$ cat config.mk
export PLATFORM = sky130hd
export DESIGN_NAME = ftsm_ctrl
export DESIGN_NICKNAME = d
export VERILOG_FILES = /design/src/hdl/ftsm_pkg.sv /design/src/hdl/ftsm_ctrl.sv
export VERILOG_INCLUDE_DIRS = /design/src /design/src/hdl
export SDC_FILE = /design/constraint.sdc
export NUM_CORES = 1
export LEC_CHECK = 0
export BUFFER_PORTS_ARGS = -buffer_cell sky130_fd_sc_hd__buf_4
export CAP_MARGIN = 30
export CORE_AREA = 10 10 47 49
export DETAILED_ROUTE_END_ITERATION = 12
export DIE_AREA = 0 0 57 59
export SLEW_MARGIN = 20
export SYNTH_ARGS = -nofsm -noshare
export SYNTH_HDL_FRONTEND = slang
export SYNTH_SLANG_ARGS = --single-unit
$ cat constraint.sdc
create_clock -name clk -period 1.8 [get_ports clk]
set_input_delay 0.18 -clock clk [delete_from_list [all_inputs] [get_ports clk]]
set_output_delay 0.18 -clock clk [all_outputs]
set_load 0.01 [all_outputs]
$ cat src/hdl/fan_tach_stall_monitor_top_assert.svh
// ----------------------------------------------------------------------------
// Fan tach stall monitor assertion macros
// Shared concurrent assertion forms, clocked on clk, disabled in reset.
// ----------------------------------------------------------------------------
`ifndef FAN_TACH_STALL_MONITOR_TOP_ASSERT_SVH
`define FAN_TACH_STALL_MONITOR_TOP_ASSERT_SVH

// same-cycle implication
`define FTSM_ASSERT_IMP(lbl, a, b) \
	lbl: assert property (@(posedge clk) disable iff (!arst_n) (a) |-> (b)) \
		else $error("ftsm assertion failed");

// next-cycle implication
`define FTSM_ASSERT_NXT(lbl, a, b) \
	lbl: assert property (@(posedge clk) disable iff (!arst_n) (a) |=> (b)) \
		else $error("ftsm assertion failed");

`endif

$ cat src/hdl/ftsm_pkg.sv
// ----------------------------------------------------------------------------
// Fan tach stall monitor package
// Constants, codes and shared types of the monitor.
// ----------------------------------------------------------------------------
package ftsm_pkg;

	localparam int MAX_FANS  = 8;
	localparam int FAN_W     = 3;
	localparam int TIME_BITS = 48;
	localparam int NUM_W     = 58;
	localparam int DEN_W     = 40;
	localparam int CNT_W     = 6;
	localparam int CFG_IDX_W = 3;
	localparam int CFG_DAT_W = 32;
	localparam logic [25:0] RPM_SCALE = 26'd60000000;

	localparam logic [1:0] CMD_SAMPLE = 2'd0;
	localparam logic [1:0] CMD_CLEAR  = 2'd1;
	localparam logic [1:0] CMD_QUERY  = 2'd2;
	localparam logic [1:0] CMD_RSVD   = 2'd3;

	localparam logic [1:0] CAUSE_NONE   = 2'd0;
	localparam logic [1:0] CAUSE_STALL  = 2'd1;
	localparam logic [1:0] CAUSE_SENSOR = 2'd2;

	localparam logic [1:0] ACT_ALARM     = 2'd0;
	localparam logic [1:0] ACT_LATCH_ONE = 2'd1;
	localparam logic [1:0] ACT_LATCH_ALL = 2'd2;
	localparam logic [1:0] ACT_UNUSED    = 2'd3;

	localparam logic [CFG_IDX_W-1:0] REG_ACTION   = 3'd0;
	localparam logic [CFG_IDX_W-1:0] REG_COUNT    = 3'd1;
	localparam logic [CFG_IDX_W-1:0] REG_PPR      = 3'd2;
	localparam logic [CFG_IDX_W-1:0] REG_STALL    = 3'd3;
	localparam logic [CFG_IDX_W-1:0] REG_DEBOUNCE = 3'd4;
	localparam logic [CFG_IDX_W-1:0] REG_GRACE    = 3'd5;
	localparam logic [CFG_IDX_W-1:0] REG_INVALID  = 3'd6;
	localparam logic [CFG_IDX_W-1:0] REG_BASE     = 3'd7;

	typedef struct packed {
		logic [1:0]           command;
		logic [FAN_W-1:0]     fan_index;
		logic [TIME_BITS-1:0] now_us;
		logic [31:0]          window_us;
		logic [31:0]          tach_pulses;
		logic                 count_ok;
		logic                 drive_status_ok;
		logic                 drive_on;
		logic [TIME_BITS-1:0] drive_on_since_us;
	} ftsm_item_t;

	typedef struct packed {
		logic [FAN_W-1:0] result_fan;
		logic [8:0]       reported_fan_number;
		logic [31:0]      rpm_value;
		logic             reading_valid;
		logic             alarm_active;
		logic             alarm_latched;
		logic             new_fault;
		logic [1:0]       cause;
		logic [31:0]      fault_count;
		logic [31:0]      generation;
		logic [1:0]       action_taken;
		logic             request_error;
	} ftsm_result_t;

	typedef struct packed {
		logic capture;
		logic div_start;
		logic update;
	} ftsm_cmd_t;

	typedef struct packed {
		logic need_div;
		logic div_done;
		logic out_busy;
	} ftsm_stat_t;

endpackage

$ cat src/hdl/ftsm_ctrl.sv
// ----------------------------------------------------------------------------
// Fan tach stall monitor controller
// Sequences capture, division where needed and state update of one item.
// ----------------------------------------------------------------------------
`include "fan_tach_stall_monitor_top_assert.svh"

module ftsm_ctrl import ftsm_pkg::*; (
	input  logic       clk,
	input  logic       arst_n,
	input  logic       in_valid,
	output logic       in_ready,
	input  ftsm_stat_t stat,
	output ftsm_cmd_t  cmd
);

	localparam logic [1:0] S_IDLE = 2'd0;
	localparam logic [1:0] S_CHK  = 2'd1;
	localparam logic [1:0] S_DIV  = 2'd2;
	localparam logic [1:0] S_UPD  = 2'd3;

	logic [1:0] state_q;
	logic [1:0] state_d;

	assign in_ready = state_q == S_IDLE;

	always_comb begin
		state_d       = state_q;
		cmd.capture   = 1'b0;
		cmd.div_start = 1'b0;
		cmd.update    = 1'b0;
		unique case (state_q)
			S_IDLE: begin
				if (in_valid) begin
					cmd.capture = 1'b1;
					state_d     = S_CHK;
				end
			end
			S_CHK: begin
				if (stat.need_div) begin
					cmd.div_start = 1'b1;
					state_d       = S_DIV;
				end else begin
					state_d = S_UPD;
				end
			end
			S_DIV: begin
				if (stat.div_done) state_d = S_UPD;
			end
			S_UPD: begin
				if (!stat.out_busy) begin
					cmd.update = 1'b1;
					state_d    = S_IDLE;
				end
			end
			default: state_d = S_IDLE;
		endcase
	end

	always_ff @(posedge clk or negedge arst_n) begin
		if (!arst_n) begin
			state_q <= S_IDLE;
		end else begin
			state_q <= state_d;
		end
	end

	`FTSM_ASSERT_NXT(a_accept_leaves_idle, in_valid && in_ready, state_q == S_CHK)
	`FTSM_ASSERT_IMP(a_update_not_blocked, cmd.update, !stat.out_busy)
	`FTSM_ASSERT_NXT(a_start_enters_div, cmd.div_start, state_q == S_DIV)
	`FTSM_ASSERT_IMP(a_done_only_in_div, stat.div_done, state_q == S_DIV)

endmodule

# After elaboration in Yosys (flattened, before gate mapping)
# Index checks and enable logic that the tools add are counted.
[totals]
input_bits = 6
regBits = 2
word_cells = 20
out_inout_bits = 4
[op_classes]
eq_ne = 6
mux = 11
reduce_logical = 2
[op_table]
columns = ["cell", "count"]
rows = [
  ["$pmux W2 S4", 1],
  ["$mux W1", 7],
  ["$mux W2", 3],
  ["$ne A2 B2 Y1 const B", 3],
  ["$eq A2 B2 Y1 const B", 2],
  ["$reduce_and A3 Y1", 1],
  ["$eq A2 B1 Y1 const B", 1],
  ["$logic_not A2 Y1", 1],
]

# Depth between registers and ports, before layout
[logic_depth]
ltp_word = 3
mapped_depth = 5
mapped_depth_nobuf = 5

# Worst setup path after synthesis
# No wires, ideal clock.
[synth_timing]
path_kind = "register to register"
startpoint = "register state_q[0]"
endpoint = "register state_q[1]"
arrival_time_ns = 1.271
synth_period_minus_slack_ns = 1.396
path_stages_with_launch = 6
setup_time_ns = 0.125
path_slack_ns = 0.404
t_required_ns = 1.675
n_path_buf = 0
path_cell_list = "dfrtp_1 -> inv_1 -> ha_1 -> nand2b_1 -> and3_4 -> mux2_4"
[synth_between]
elab_chain_len = 3
elab_cells_between_ends = 9
classes_between = "6 x eq/ne; 1 x mux; 2 x reduce/logical"
[synth_rtl]
columns = ["element", "line_no", "rtl"]
rows = [
  ["start, declared", "ftsm_ctrl.sv:21", "logic [1:0] state_q;"],
  ["start signal, assigned", "ftsm_ctrl.sv:63", "state_q <= state_d;"],
  ["$logic_not A2 Y1 (*)", "-", ""],
  ["net in_ready", "ftsm_ctrl.sv:11", "output logic in_ready,"],
  ["$ne A2 B2 Y1 (no source line)", "-", ""],
  ["$reduce_and A3 Y1 (no source line)", "-", ""],
]
# The timed path passes the listed nets; every way through them passes the cells marked *.
# A chain may end at the register's enable or synchronous reset.

==> metrics.md <==
| Metric | Value |
|---|---|
| Status | complete, no violations |
| RSZ-0062 raised after global routing | false |
| Final GP Congestion | around 0.67 |
| Clock Tree Buf Depth | 2 |
| Sequential area share after synthesis | 25.16% |
| Max FFs per register | 2 |
| DR DRC count | 0 |
| Max FO, Critical Path | 6 |
| CP arrival | about 1.3 ns |
| Synthesized Nets | 30 |
| Clk Latency, worst-skew pair | 0.23 ns |
| CP required | about 1.6 ns |
| Post-synth cell types | 13 |
| CTS root buffer | clkbuf_4 |
| Regs by FF count | state_q: 2 flops |
| Reg2reg start | state_q[0] |
| Clk pwr share | 19.9% |
| Post-CTS setup repair buffer count | 0 |
| TritonCTS clock tree | built |
| Mapped Cells | 20 |
| Worst min path class | in -> async |
| Vias per inst | 3.898 |
| Grt ovf | 0 |
| Overall Global Routing Usage | about 3.0% |
| CTS Buf Count | 3 |
| Final net count | 45 |
| Final WL | roughly 470 µm |
| Pleak | around 0.00016 µW |
| Yosys top cell area share | about a quarter |
| Overall Power | 497.7 µW |
| Die height | about 60 µm |
| Avg Cell Area, Syn | roughly 10 µm² |
| Hold Vio Cnt, Final | 0 |
| N_diodes | 0 |
| IO Count | 10 |
| # fillers | between 150 and 200 |
| Final worst path period need | around 1.5 ns |
| Layout overhead on the synthesized area | 60.38% |
| Layout cells sized above 1 | between 40% and 50% |
| Worst setup path class | reg -> out |
| PwrDens | between 1500 and 2000 nW/µm² |
| Worst-Margin Slew | a little over 0.2 ns |
| Sw Ratio | between 30 and 40% |
| Initial antenna violation count | 0 |
| YS warnings | 0 |
| Floorplan Core Area | approximately 1400 µm² |
| First-pass GRT wire length | roughly 730 µm |
| Worst-path clk slew | 0.03 ns |
| Post-DR wirelength/cell | 9.592 µm |
| DR iter-0 viols | 3 |
| Slew headroom | 86.33% |
| Synthesized flop and latch total | 2 |
| TritonRoute pass-1 iters | 2 |
| Max Fclk | 673.3 MHz |
| Total negative setup slack | 0 ns |
| # setup viols final | 0 |
| Die X-Extent | 57 µm |
| Internal power | 321.0 µW |
| Post-route ant nets | 0 |
| Sequential share of power | a little over a fifth |
| Biggest register | state_q |
| H-tree depth | 1 |
| Post_cts resized | 0 |
| Port-buffer cells | 9 |
| Vias in the first global route | slightly above 200 |
| DR vias | around 190 |
| Clock Skew | roughly 0.0032 ns |
| IR drop worst, VDD | ~0.26 mV |
| Final period util | slightly above 80% |
| TritonCTS Sinks | 2 |
| Initial core utilization | 14.20% |
| Full die area | 3363 µm² |
| Yosys top cell by area | dfrtp_1 |
| CP startpoint kind | register |
| Post-Syn Area | about 200 µm² |
| Max Cap Viol | 0 |
| Max Slew Vio Count | 0 |
| Largest net degree at the start of global routing | 7 |
| # rows | 14 |
| Area contributors post-synth | dfrtp_1 (25%), ha_1 (25%), nand2b_1 (9.4%) |
| Critical Path Sink Type | output port |
| Switching power total | ~180 µW |
| Critical path origin | state_q[0] |
| Comb power frac | 58.4% |
## timing repair
action                     in CTS  in global routing
hold endpoints to repair        2                  0
setup endpoints to repair       0                  0
hold buffers                    1                  0
## synthesized netlist by cell type
| cell type | number |
|---|---|
| a41oi_1 | 1 |
| inv_1 | 2 |
| and3_4 | 1 |
| o22a_2 | 1 |
| nand2b_1 | 3 |
| and2_2 | 1 |
| and2_1 | 1 |
| mux2_4 | 1 |
| dfrtp_1 | 2 |
| nor2_1 | 1 |
| nand2_1 | 1 |
| ha_1 | 4 |
| nor2b_1 | 1 |
## kinds of logic (layout without fill, tap and decap cells)
family                   Yosys count  count (layout)  synth area share, %
AND/OR/NAND/NOR                    9               9                28.93
buffers and inverters              2              15                3.775
multiplexers                       1               1                7.545
adder cells (fa/ha/maj)            4               4                25.16
AO/OA/AOI/OAI                      2               2                9.435
flip-flops                         2               2                25.16
## cell usage in the layout, fill, tap and decap left out, types with 2 or more instances in the layout
cell / netlist / layout
buf_4: 0 / 9
nand2b_1: 3 / 3
ha_1: 4 / 4
dfrtp_1: 2 / 2
inv_1: 2 / 2
clkbuf_4: 0 / 3
## critical path, cell delays in order, from the launching register on
cell	delay [ns]
dfrtp_1	0.43
inv_1	0.09
ha_1	0.24
and2_2	0.18
buf_4	0.14
## power by group through the flow
stage	registers (µW)	logic, µW	clock network [µW]
after floorplan	98.2	214	0
after global placement	109	291	0
after detailed placement	110	297	0
after CTS	109	299	105
after global routing	112	327	108
final	108	291	99.1
## per-stage QoR
stage | utilization, % | setup slack (ns) | std cells | hold slack [ns] | cell area (µm²)
finish | 22.77 | 0.3147 | 49 | 0.2734 | 319.1
global placement | 20.45 | 0.3637 | 45 | -0.03571 | 286.5
global route | 22.77 | 0.2515 | 49 | 0.2807 | 319.1
CTS | 22.77 | 0.2996 | 49 | 0.2649 | 319.1
floorplan | - | 0.4038 | 20 | -0.1156 | 198.9
detailed placement | 20.45 | 0.3388 | 45 | -0.03478 | 286.5
## per-layer routing
metal / share of wire, % / wire length (µm) / vias to the layer above / GRT usage (%)
met4: 5.1 / 24 / 0 / 5.034
met5: 0 / 0 / - / 0
met1: 34 / 162 / 86 / 1.669
li1: - / - / 92 / -
met3: 12 / 57 / 4 / 2.146
met2: 48 / 226 / 9 / 4.651
## path summary, 6_finish.rpt
kind	endpoint	slack, ns	cells past startpoint
worst min register to register	state_q[1]	0.60	1
max in group asynchronous	state_q[0]	1.44	2
min in group clk	state_q[0]	0.48	4
worst min-delay path	state_q[1]	0.27	2
worst max-delay path	cmd[2]	0.31	4
worst max register to register	state_q[1]	0.35	5
## area by class of cell
type	instances	area (µm²)	area share [%]
Multi-Input combinational cell	16	141.4	44.31
Timing Repair Buffer	10	77.57	24.31
Sequential cell	2	50.05	15.69
Clock buffer	3	22.52	7.059
Tap cell	16	20.02	6.275
Inverter	2	7.507	2.353
Power figures use the tool's default switching activity.
